$ cat src/hdl/ckb_fifo.sv
// ----------------------------------------------------------------------------
// ckb_fifo
// Small register queue with count, used between the pipeline sections.
// ----------------------------------------------------------------------------
`default_nettype none

module ckb_fifo #(
   parameter int unsigned WIDTH = 8,
   parameter int unsigned DEPTH = 4
) (
   input  wire logic             clock,
   input  wire logic             reset,
   input  wire logic             push,
   input  wire logic [WIDTH-1:0] push_data,
   output logic                  full,
   input  wire logic             pop,
   output logic      [WIDTH-1:0] pop_data,
   output logic                  empty
);

   localparam int unsigned PTR_W = $clog2(DEPTH);
   localparam int unsigned CNT_W = $clog2(DEPTH + 1);

   logic [WIDTH-1:0] mem_ff [DEPTH];
   logic [PTR_W-1:0] wr_ptr_ff, wr_ptr_in;
   logic [PTR_W-1:0] rd_ptr_ff, rd_ptr_in;
   logic [CNT_W-1:0] count_ff, count_in;
   logic             do_push, do_pop;

   assign full     = (count_ff == CNT_W'(DEPTH));
   assign empty    = (count_ff == '0);
   assign do_push  = push && !full;
   assign do_pop   = pop && !empty;
   assign pop_data = mem_ff[rd_ptr_ff];

   // pointer wrap and occupancy
   always_comb begin
      wr_ptr_in = wr_ptr_ff;
      rd_ptr_in = rd_ptr_ff;
      count_in  = count_ff;
      if (do_push) begin
         wr_ptr_in = (wr_ptr_ff == PTR_W'(DEPTH - 1)) ? '0 : wr_ptr_ff + 1'b1;
      end
      if (do_pop) begin
         rd_ptr_in = (rd_ptr_ff == PTR_W'(DEPTH - 1)) ? '0 : rd_ptr_ff + 1'b1;
      end
      if (do_push && !do_pop) begin
         count_in = count_ff + 1'b1;
      end else if (do_pop && !do_push) begin
         count_in = count_ff - 1'b1;
      end
   end

   always_ff @(posedge clock) begin
      if (reset) begin
         wr_ptr_ff <= '0;
         rd_ptr_ff <= '0;
         count_ff  <= '0;
      end else begin
         wr_ptr_ff <= wr_ptr_in;
         rd_ptr_ff <= rd_ptr_in;
         count_ff  <= count_in;
      end
      if (do_push) begin
         mem_ff[wr_ptr_ff] <= push_data;
      end
   end

endmodule

`default_nettype wire

$ cat config.mk
export PLATFORM = sky130hd
export DESIGN_NAME = ckb_fifo
export DESIGN_NICKNAME = d
export VERILOG_FILES = /design/src/hdl/ckb_fifo.sv
export SDC_FILE = /design/constraint.sdc
export NUM_CORES = 1
export LEC_CHECK = 0
export BUFFER_PORTS_ARGS = -buffer_cell sky130_fd_sc_hd__buf_2
export CAP_MARGIN = 20
export CORE_AREA = 2 2 78 94
export DETAILED_ROUTE_END_ITERATION = 10
export DIE_AREA = 0 0 80 96
export PLACE_DENSITY = 0.46
export SETUP_SLACK_MARGIN = 0.3
export SYNTH_ARGS = -nofsm -noshare
export SYNTH_HDL_FRONTEND = slang
export SYNTH_SLANG_ARGS = --single-unit
$ cat constraint.sdc
create_clock -name clock -period 5.7 [get_ports clock]
set_input_delay 0.57 -clock clock [delete_from_list [all_inputs] [get_ports clock]]
set_output_delay 0.57 -clock clock [all_outputs]
set_load 0.02 [all_outputs]
### After elaboration in Yosys (flattened, before gate mapping)

Memory sizes are Yosys's and may differ from the RTL's. A register that Yosys moved wholly into a read port is not among the register bits.
Cells that the tools add are included.

| storage, ports and cells | value |
|---|---|
| register bits after elaboration | 7 |
| bits in writable memories | 32 |
| input port bits | 12 |
| output and inout bits | 10 |
| memories kept | 1 |

Memory list:

| name | words | bits a word | read ports | clocked after Yosys merged registers in | write ports | RTL line | text |
|---|---|---|---|---|---|---|---|
| mem_ff | 4 | 8 | 1 | 1 | 1 | 24 | `logic [WIDTH-1:0] mem_ff [DEPTH];` |

| cells by class | value |
|---|---|
| $add $sub $neg | 4 |
| equal/unequal tests | 3 |
| mux-type cells | 8 |
| reductions and logical operators | 10 |

Operators by type and width:

| cell | count |
|---|---|
| $mux W2 | 4 |
| $mux W3 | 2 |
| $add A2 B1 Y2 const B | 2 |
| $eq A2 B2 Y1 const B | 2 |
| $logic_and A1 B1 Y1 | 4 |
| $logic_not A1 Y1 | 4 |
| $add A3 B1 Y3 const B | 1 |
| $eq A3 B3 Y1 const B | 1 |
| $logic_not A3 Y1 | 1 |
| $sub A3 B1 Y3 const B | 1 |
| $mux W1 | 2 |
| $reduce_bool A2 Y1 | 1 |

### Logic depth before layout (Yosys ltp)

Gate-level depths: netlist of run 1.

| logic depth | value |
|---|---|
| depth in word-level cells | 7 |
| mapped depth | 10 |

### Worst setup path before layout of run 1

OpenSTA, ideal clock, no wires.

| timing | value |
|---|---|
| path type | reg2reg |
| start | reg count_ff[0] |
| end | reg count_ff[2] |
| setup time | 70 ps |
| arrival time | 2124 ps |
| required time | 5630 ps |
| slack | 3506 ps |
| stages on the path, launching flop included | 11 |
| path buffers | 1 |
| period minus slack after synthesis | 2194 ps |
| cells stage by stage | dfxtp_1 or3b_1 buf_6 clkinv_4 nor2_2 ha_1 inv_1 fa_1 xor2_1 or3_2 a21oi_1 |

| between the ends | value |
|---|---|
| cells in the longest elaborated chain, start to end | 6 |
| elaborated cells on any way between the ends | 15 |
| those cells by class | add/sub (2); eq/ne (1); mux (2); reduce/logical (10) |

RTL lines:

| element | RTL line | text |
|---|---|---|
| start, declared | 27 | `logic [CNT_W-1:0] count_ff, count_in;` |
| start signal, assigned | 62 | `count_ff <= count_in;` |
| $eq A3 B3 Y1 (*) | 30 | `assign full = (count_ff == CNT_W'(DEPTH));` |
| via full | 15 | `output logic full,` |
| $logic_not A1 Y1 (*) | 32 | `assign do_push = push && !full;` |
| $logic_and A1 B1 Y1 (*) | 32 |  |
| via do_push | 28 | `logic do_push, do_pop;` |
| $logic_not A1 Y1 | 49 | `end else if (do_pop && !do_push) begin` |
| $logic_and A1 B1 Y1 | 49 |  |
| $reduce_bool A2 Y1 (no line) | -- |  |

The timed path passes the listed nets; every way through them passes the cells marked *. The select of a mux whose other input is x is not followed.
A chain may end at the register's enable or synchronous reset.

### Worst setup path in the final report of run 1

| timing | value |
|---|---|
| start | reg count_ff[0] |
| end | reg count_ff[2] |

| between the ends | value |
|---|---|
| cells in the longest elaborated chain, start to end | 6 |
| elaborated cells on any way between the ends | 15 |
| those cells by class | add/sub (2); eq/ne (1); mux (2); reduce/logical (10) |

RTL lines:

| element | RTL line |
|---|---|
| $eq A3 B3 Y1 (*) | 30 |
| $logic_not A1 Y1 (*) | 32 |
| $logic_and A1 B1 Y1 (*) | 32 |
| via do_push | 28 |
| $logic_not A1 Y1 | 49 |
| $logic_and A1 B1 Y1 | 49 |
| $reduce_bool A2 Y1 (no line) | -- |

Marked as above.

==> flow_summary.yaml, run 1 <==
critical_path:
  arrival_ns: 2.65
  crit_slowest_cell: "dfxtp_1"
  end_kind: "register"
  path_max_fanout: 7
  cp_data_required_time_ns: 5.92
  crit_family: "simple AND/OR/NAND/NOR gates"
  cpPeakStageDelay_ns: 0.45
  start_kind: "register"
  worstPathCellList: "or3b_1 -> clkinv_4 -> nor2_2 -> ha_1 -> inv_1 -> fa_1 -> xor2_1 -> or3_2 -> a21oi_1"
  crit_buf_inv: 2
  critPathKind: "register to register"
power:
  ir_drop_mv: 0.195
  p_leak_nw: 0.684
  pwr_density_cell_nw_per_um2: 411
  power.total_uw: 788
  p_seq_share_pct: 51.0
  swShare_pct: 30.9
  intPower_uw: 544
  p_comb_share_pct: 27.1
  p_sw_uw: 244
  p_clk_share_pct: 21.9
layout:
  fin_cells: 203
  area_growth_pct: 16.4
  seq_area_um2: 1140
  layout_common_cells: "edfxtp_1, buf_2, dfxtp_1"
  layout_commonest_cell: "edfxtp_1"
  multiInputGateArea_um2: 457
  drive_above_1_share_pct: 37.9
  n_antenna_cell: 0
  final_util_pct: 28.3
  fill_cells: 698
  stdcell_area_um2: 1920
  fin_nets: 135
timing:
  drv_slew: 0
  fin_crit_sh_pct: 42.6
  relSlewSlack_pct: 60.6
  timing.hold.ws_ns: 0.501
  tns_ns: 0
  worst-slew-pin-transition_ns: 0.591
  fmax_mhz: 412
  finClkSkew_ns: 0.00250
  fin_crit_ns: 2.43
  setup_ws_ns: 3.27
  finalHoldViolCount: 0
  rsz0062_at_grt: "false"
  setup_viol: 0
outcome:
  status: "completed"
die:
  fp.dieH_um: 96
  start_util_pct: 24.3
  rows: 33
  ios: 22
  die_x_um: 80
  core_area_um2: 6770
  die_area_um2: 7680
clock_network:
  post_cts_resized: 0
  cts_buffers: 5
  cts_tree: "done"
  cts_buffer_depth: 2
  cts_sinks: 41
  clk_pin_slew_ns: 0.07
  clock_latency_ns: 0.28
  htreeDepth: 2
  cts_root_buf: "clkbuf_8"
  cts.hold.buffers_added: 0
  cts_setup_buffers: 0
drt:
  vias: 869
  drt_pre_antenna_iters: 4
  wl_per_cell_um: 13.8
  drc: 0
  routed_wl_mm: 2.80
  first_iter_violations: 22
  ant_nets: 0
  vias_per_cell: 4.28
synth:
  synth.distinct_cells: 26
  seq_area_frac_synth_pct: 69.4
  synth_warnings: 0
  ys_ff_latch: 41
  syn-instance-count: 92
  synth_fp_nets: 111
  syn-cell-area_um2: 1650
  syn_area_per_cell_um2: 17.9
global_route:
  gr-total-overflow: 0
  track_usage_pct: 8.15
  grt_antenna_before_repair: 0
  grt_pass1_vias: 902
  grt_max_degree: 13
  grt_pass1_wl_mm: 4.49
place:
  post_dp_cell_area_um2: 1840
  io_buffers: 21
  dp_slack_ns: 3.29
  place_congestion: 0.681
  place_hpwl_mm: 1.97
  place_inst: 196
hold_path:
  min_path_type: "primary input to register"
run:
  cap_violations: 0
## path summary, 6_finish.rpt
check               startpoint      endpoint  slack (ns)  cells past startpoint
setup / recovery   count_ff[0]   count_ff[2]        3.27                      9
hold / removal    push_data[1]  mem_ff[2][1]        0.50                      1
setup reg to reg   count_ff[0]   count_ff[2]        3.27                      9
hold reg to reg   rd_ptr_ff[0]  rd_ptr_ff[0]        0.51                      2
## routing by layer
metal	up-vias	track usage, %	part of all wire, %	routed length (um)
met3	5	2.81	5.3	148
li1	400	-	-	-
met5	-	0	0	0
met1	440	9.60	44	1230
met2	24	13.3	49	1390
met4	0	3.81	1.4	40
## final cells by class
cell class / count / area share, %
tap: 87 / 5.68
inverter: 5 / 1.24
clock inverter: 2 / 0.588
timing repair buffer: 21 / 5.49
multi-input combinational: 42 / 23.8
clock buffer: 5 / 3.59
sequential: 41 / 59.6
## power by group through the flow
stage,registers (mW),logic [mW],clock network [mW]
4_1_cts,0.404,0.217,0.180
5_1_grt,0.409,0.234,0.192
6_report,0.402,0.213,0.173
2_1_floorplan,0.387,0.175,0
3_5_place_dp,0.411,0.216,0
3_3_place_gp,0.407,0.208,0
## cell usage after synthesis (all sizes together)
| master | number | area, um2 |
|---|---|---|
| nor2 | 4 | 17.5 |
| nand3 | 2 | 10.0 |
| o31ai | 2 | 25.0 |
| and3 | 4 | 30.0 |
| nand2 | 1 | 3.75 |
| clkbuf | 1 | 3.75 |
| mux4 | 8 | 180 |
| edfxtp | 32 | 961 |
| mux2i | 2 | 20.0 |
| clkinv | 1 | 8.76 |
| xor2 | 2 | 17.5 |
| or3 | 2 | 13.8 |
| inv | 4 | 15.0 |
| nor3 | 2 | 10.0 |
| a21oi | 3 | 15.0 |
| buf | 3 | 20.0 |
| o21ai | 2 | 10.0 |
| or3b | 1 | 8.76 |
| dfxtp | 9 | 180 |
| ha | 6 | 75.1 |
| fa | 1 | 20.0 |
## sequential cells by signal, indices dropped and copies added (netlist names), named ones only
name	cells
count_ff	3
wr_ptr_ff	2
mem_ff	32
rd_ptr_ff	2
## logic make-up (layout without fill, tap and decap cells)
logic type / after synthesis / in the layout / synth area share, %
and+or+nand+nor: 16 / 16 / 5.70
muxes: 10 / 10 / 12.2
xor gates and xnor gates: 2 / 2 / 1.06
buffers and inverters: 9 / 33 / 2.89
AOI/OAI and AO/OA: 7 / 7 / 3.04
adders and majority gates: 7 / 7 / 5.78
DFF: 41 / 41 / 69.4
(Power assumes the default switching activity.)
==> run 2, diff against run 1 <==
==> constraint.sdc (replaced) <==
create_clock -name clock -period 2.5 [get_ports clock]
set_input_delay 0.25 -clock clock [delete_from_list [all_inputs] [get_ports clock]]
set_output_delay 0.25 -clock clock [all_outputs]
set_load 0.02 [all_outputs]
==> flow_summary.yaml, run 2 (synthesis results as in run 1) <==
critical_path:
  reg2reg_depth: 9
  arrival_ns: 2.29
  crit_slowest_cell: "dfxtp_4"
  cp_data_required_time_ns: 2.71
  start_kind: "register"
  critPathKind: "register to register"
  end_kind: "register"
  worstPathCellList: "or3b_4 -> clkinv_4 -> nor2_4 -> ha_2 -> inv_1 -> fa_2 -> xor2_1 -> or3_4 -> a21oi_2"
  crit_buf_inv: 2
  timing.rr.start: "count_ff[2]"
  reg2reg_setup_slack_ns: 0.43
  cpPeakStageDelay_ns: 0.37
  path_max_fanout: 5
  crit_family: "simple AND/OR/NAND/NOR gates"
  regToRegEndpoint: "count_ff[2]"
clock_network:
  htreeDepth: 2
  cts_sinks: 41
  cts_buffers: 5
  cts_root_buf: "clkbuf_8"
  clock_latency_ns: 0.28
  cts_buffer_depth: 2
  cts_tree: "done"
  clk_pin_slew_ns: 0.07
layout:
  layout_common_cells: "edfxtp_1, buf_2, mux4_2"
  drive_above_1_share_pct: 46.7
  n_antenna_cell: 0
  fin_cells: 207
  area_growth_pct: 20.5
  final_util_pct: 29.3
  largest_register: "mem_ff"
  layout_commonest_cell: "edfxtp_1"
  fin_nets: 138
  largest_reg_flops: 32
  top_regs: "mem_ff (32), count_ff (3)"
drt:
  routed_wl_mm: 2.87
  vias: 856
  vias_per_cell: 4.14
  wl_per_cell_um: 13.8
  drc: 0
  ant_nets: 0
  first_iter_violations: 21
  drt_pre_antenna_iters: 4
global_route:
  track_usage_pct: 8.31
  grt_pass1_vias: 980
  grt_max_degree: 14
  grt_antenna_before_repair: 0
  gr-total-overflow: 0
  grt_pass1_wl_mm: 4.60
run:
  cap_violations: 0
place:
  io_buffers: 21
  dp_slack_ns: 0.0192
  place_congestion: 0.739
  place_hpwl_mm: 2.01
  place_inst: 196
power:
  p_sw_uw: 580
  ir_drop_mv: 0.410
  p_leak_nw: 0.709
  intPower_mw: 1.29
  p_comb_share_pct: 28.6
  swShare_pct: 31.0
  p_seq_share_pct: 49.7
  p_clk_share_pct: 21.6
  pwr_density_cell_nw_per_um2: 944
timing:
  fin_crit_ns: 2.07
  relSlewSlack_pct: 61.8
  setup_viol: 0
  tns_ns: 0
  setup_ws_ns: 0.426
  fmax_mhz: 482
  drv_slew: 0
  finClkSkew_ns: 0.00322
  finalHoldViolCount: 0
  fin_crit_sh_pct: 82.9
  worst-slew-pin-transition_ns: 0.572
  rsz0062_at_grt: "false"
hold_path:
  hold_depth: 1
  min-delay-start: "push_data[7]"
  min_to: "mem_ff[2][7]"
  min_path_type: "primary input to register"
outcome:
  status: "completed"
die:
  die_area_um2: 7680
  start_util_pct: 24.3
  fp.dieH_um: 96
  core_area_um2: 6770
  die_x_um: 80
  ios: 22
  rows: 33
==> run 2: cell types whose count changed in the layout (fill, tap and decap cells not counted), moves of 2 or more <==
cell	previous run	this run
buf_4	0	3
dfxtp_1	9	6
clkinv_2	0	2
dfxtp_4	0	2
==> run 2: timing repair <==
| item | in CTS | in global routing |
|---|---|---|
| gates resized for setup | 9 | 3 |
| endpoints found under the setup margin | 1 | 1 |
| hold buffers | 0 | 0 |
| pin swaps | 1 | 1 |
| setup buffers | 2 | 1 |
==> run 2: power groups by stage <==
| stage | Combinational, mW | Clock [mW] | Sequential, mW |
|---|---|---|---|
| after floorplan | 0.400 | 0 | 0.883 |
| after global routing | 0.591 | 0.443 | 0.951 |
| final | 0.535 | 0.405 | 0.930 |
| after detailed placement | 0.496 | 0 | 0.934 |
| after global placement | 0.474 | 0 | 0.927 |
| after CTS | 0.531 | 0.426 | 0.930 |
==> run 2: worst max-delay path by stage <==
stage / endpoint / cells after the start / from / slack, ns
CTS: count_ff[2] / 9 / count_ff[2] / 0.35
floorplan: count_ff[2] / 10 / count_ff[0] / 0.31
global route: count_ff[2] / 9 / count_ff[2] / 0.34
detailed placement: count_ff[2] / 9 / count_ff[0] / 0.02
global placement: count_ff[2] / 9 / count_ff[0] / 0.24
finish: count_ff[2] / 9 / count_ff[2] / 0.43
==> run 2: layer usage <==
metal | vias up | part of all wire [%] | track usage (%)
li1 | 405 | - | -
met1 | 424 | 37 | 7.92
met3 | 2 | 5.3 | 2.91
met4 | 0 | 0.49 | 2.97
met2 | 25 | 57 | 16.2
met5 | - | 0 | 0
==> run 2: layout make-up <==
cell class                      instances  area [um2]
Inverter                                5        23.8
Sequential cell                        41        1150
Fill cell                             699        4790
Tap cell                               87         109
Clock buffer                            5        68.8
Timing Repair Buffer                   24         128
Multi-Input combinational cell         42         485
Clock inverter                          3        17.5
==> run 2: metrics by stage <==
| stage | power (mW) | cell area [um2] | hold slack, ns |
|---|---|---|---|
| floorplan | 1.28 | 1650 | 0.349 |
| global placement | 1.40 | 1840 | 0.466 |
| detailed placement | 1.43 | 1840 | 0.468 |
| CTS | 1.89 | 1970 | 0.166 |
| global route | 1.99 | 1980 | 0.171 |
| finish | 1.87 | 1980 | 0.176 |
==> run 3, diff against run 2 <==
--- a/config.mk
+++ b/config.mk
@@ -5,11 +5,12 @@
 export SDC_FILE = /design/constraint.sdc
 export NUM_CORES = 1
 export LEC_CHECK = 0
+export ABC_AREA = 1
 export BUFFER_PORTS_ARGS = -buffer_cell sky130_fd_sc_hd__buf_2
 export CAP_MARGIN = 20
-export CORE_AREA = 2 2 78 94
+export CORE_AREA = 2 2 79 96
 export DETAILED_ROUTE_END_ITERATION = 10
-export DIE_AREA = 0 0 80 96
+export DIE_AREA = 0 0 81 98
 export PLACE_DENSITY = 0.46
 export SETUP_SLACK_MARGIN = 0.3
 export SYNTH_ARGS = -nofsm -noshare
==> constraint.sdc (replaced) <==
create_clock -name clock -period 2 [get_ports clock]
set_input_delay 0.2 -clock clock [delete_from_list [all_inputs] [get_ports clock]]
set_output_delay 0.2 -clock clock [all_outputs]
set_load 0.02 [all_outputs]
==> flow_summary.yaml, run 3 <==
critical_path:
  arrival_ns: 1.79
  reg2reg_setup_slack_ns: 0.39
  end_kind: "register"
  cpPeakStageDelay_ns: 0.42
  worstPathCellList: "nor2_4 -> nand2_2 -> nand2_2 -> inv_2 -> ha_4 -> inv_2 -> fa_2 -> o21ai_1 -> nor2_1"
  regToRegEndpoint: "count_ff[1]"
  reg2reg_depth: 9
  start_kind: "register"
  path_max_fanout: 4
  crit_family: "adder cells"
  crit_buf_inv: 2
  timing.rr.start: "count_ff[1]"
  crit_slowest_cell: "fa_2"
  critPathKind: "register to register"
  cp_data_required_time_ns: 2.18
global_route:
  grt_max_degree: 17
  grt_pass1_wl_mm: 4.97
  gr-total-overflow: 0
  grt_antenna_before_repair: 0
  track_usage_pct: 8.51
  grt_pass1_vias: 1068
clock_network:
  cts.hold.buffers_added: 0
  htreeDepth: 2
  cts_tree: "done"
  cts_buffer_depth: 2
  cts_root_buf: "clkbuf_8"
  clock_latency_ns: 0.28
  cts_buffers: 5
  cts_sinks: 41
  clk_pin_slew_ns: 0.07
synth:
  synth_commonest_cells: "nor2_1, edfxtp_1, inv_1"
  synth_warnings: 0
  seq_area_frac_synth_pct: 67.3
  ys_top_cells_by_area: "edfxtp_1, dfxtp_1, nor2_1"
  syn-cell-area_um2: 1700
  synth_ff_type: "edfxtp_1"
  syn_area_per_cell_um2: 11.5
  ys_ff_latch: 41
  synth_edf_count: 32
  yosysTopAreaCell: "edfxtp_1"
  synth_top_area_share_pct: 56.6
  synth.distinct_cells: 19
  syn-instance-count: 147
  synth_most_common_cell: "nor2_1"
  async_flop_share_pct: 0
  synth_fp_nets: 166
die:
  start_util_pct: 24.0
  rows: 34
  core_area_um2: 7060
  ios: 22
  die_area_um2: 7940
  fp.dieH_um: 98
  die_x_um: 81
timing:
  setup_viol: 0
  worst-slew-pin-transition_ns: 0.289
  finClkSkew_ns: 0.00398
  fin_crit_ns: 1.61
  fmax_mhz: 620
  finalHoldViolCount: 0
  timing.hold.ws_ns: 0.0773
  rsz0062_at_grt: "true"
  tns_ns: 0
  relSlewSlack_pct: 80.7
  fin_crit_sh_pct: 80.6
  drv_slew: 0
layout:
  stdcell_area_um2: 2120
  fill_cells: 754
  largest_register: "mem_ff"
  largest_reg_flops: 32
  fin_cells: 273
  drive_above_1_share_pct: 30.6
  area_growth_pct: 25.0
  n_antenna_cell: 0
  fin_nets: 202
  layout_common_cells: "nor2_1, edfxtp_1, buf_2"
  top_regs: "mem_ff (32), count_ff (3)"
drt:
  vias: 1074
  first_iter_violations: 77
  routed_wl_mm: 3.08
  drt_pre_antenna_iters: 3
  wl_per_cell_um: 11.3
  ant_nets: 0
  vias_per_cell: 3.93
  drc: 0
power:
  p_leak_nw: 0.845
  intPower_mw: 1.82
  p_seq_share_pct: 41.9
  pwr_density_cell_nw_per_um2: 1320
  ir_drop_mv: 0.605
  swShare_pct: 34.7
  p_clk_share_pct: 22.2
  p_sw_uw: 970
  p_comb_share_pct: 35.9
  power.total_mw: 2.79
place:
  place_inst: 262
  place_congestion: 0.675
  place_hpwl_mm: 2.09
  post_dp_cell_area_um2: 1940
  io_buffers: 21
hold_path:
  min_to: "count_ff[0]"
  min_path_type: "primary input to register"
  hold_depth: 2
  min-delay-start: "reset"
run:
  cap_violations: 0
outcome:
  status: "completed"
[run 3: cell count changes after synthesis, sizes merged, moves of 4 or more]
| cell | before | now |
|---|---|---|
| nor2 | 4 | 33 |
| o21ai | 2 | 17 |
| inv | 4 | 18 |
| nand2 | 1 | 14 |
| mux4 | 8 | 0 |
| o22ai | 0 | 8 |
| and3 | 4 | 0 |
[run 3: worst max-delay path by stage]
stage	startpoint	endpoint	slack [ns]	cells after the start
6_report	count_ff[1]	count_ff[1]	0.39	9
5_1_grt	count_ff[1]	count_ff[1]	0.26	9
4_1_cts	count_ff[0]	count_ff[2]	0.28	11
3_5_place_dp	count_ff[1]	count_ff[1]	0.16	9
3_3_place_gp	count_ff[1]	count_ff[1]	0.22	9
2_1_floorplan	count_ff[1]	count_ff[1]	0.31	9
[run 3: cell type report]
class,instances,area (um2),area share [%]
Tap cell,90,113,5.31
Clock buffer,5,68.8,3.24
Sequential cell,41,1150,54.3
Multi-Input combinational cell,86,505,23.8
Timing Repair Buffer,31,180,8.50
Inverter,18,67.6,3.19
Clock inverter,2,35.0,1.65
[run 3: power by group through the flow]
stage	clock [mW]	sequential, mW	combinational (mW)
final	0.620	1.17	1.00
after floorplan	0	1.14	0.644
after global routing	0.667	1.19	1.14
after global placement	0	1.17	0.902
after detailed placement	0	1.17	0.910
after CTS	0.641	1.16	0.940
[run 3: cell families after synthesis]
kind of cell	synth area share [%]
AO/OA/AOI/OAI	9.22
XOR/XNOR	0.516
adder cells (fa/ha/maj)	5.60
buffers and inverters	5.31
flip-flops	67.3
AND/OR/NAND/NOR	12.1
[run 3: stage by stage]
stage,setup WS (ns),util [%]
final,0.388,30.0
after global routing,0.258,30.0
after CTS,0.280,29.3
after detailed placement,0.161,27.4
after global placement,0.221,27.4
after floorplan,0.310,-
[run 3: worst register-to-register path, stage by stage (launching register included)]
cell	delay, ns
dfxtp_4	0.37
nor2_4	0.14
nand2_2	0.09
nand2_2	0.07
inv_2	0.05
ha_4	0.15
inv_2	0.06
fa_2	0.42
o21ai_1	0.12
nor2_1	0.04
[run 3: repair_timing]
action | CTS | global route
setup endpoints to repair | 5 | 7
resized for setup | 8 | 12
pin swaps | 2 | 5
buffers inserted | 1 | 3
[run 3: layer usage]
layer | GRT usage (%) | up-vias | part of all wire (%)
li1 | - | 572 | -
met3 | 2.87 | 8 | 5.3
met5 | 0 | - | 0
met4 | 3.91 | 0 | 1.8
met2 | 13.8 | 19 | 49
met1 | 10.0 | 475 | 44
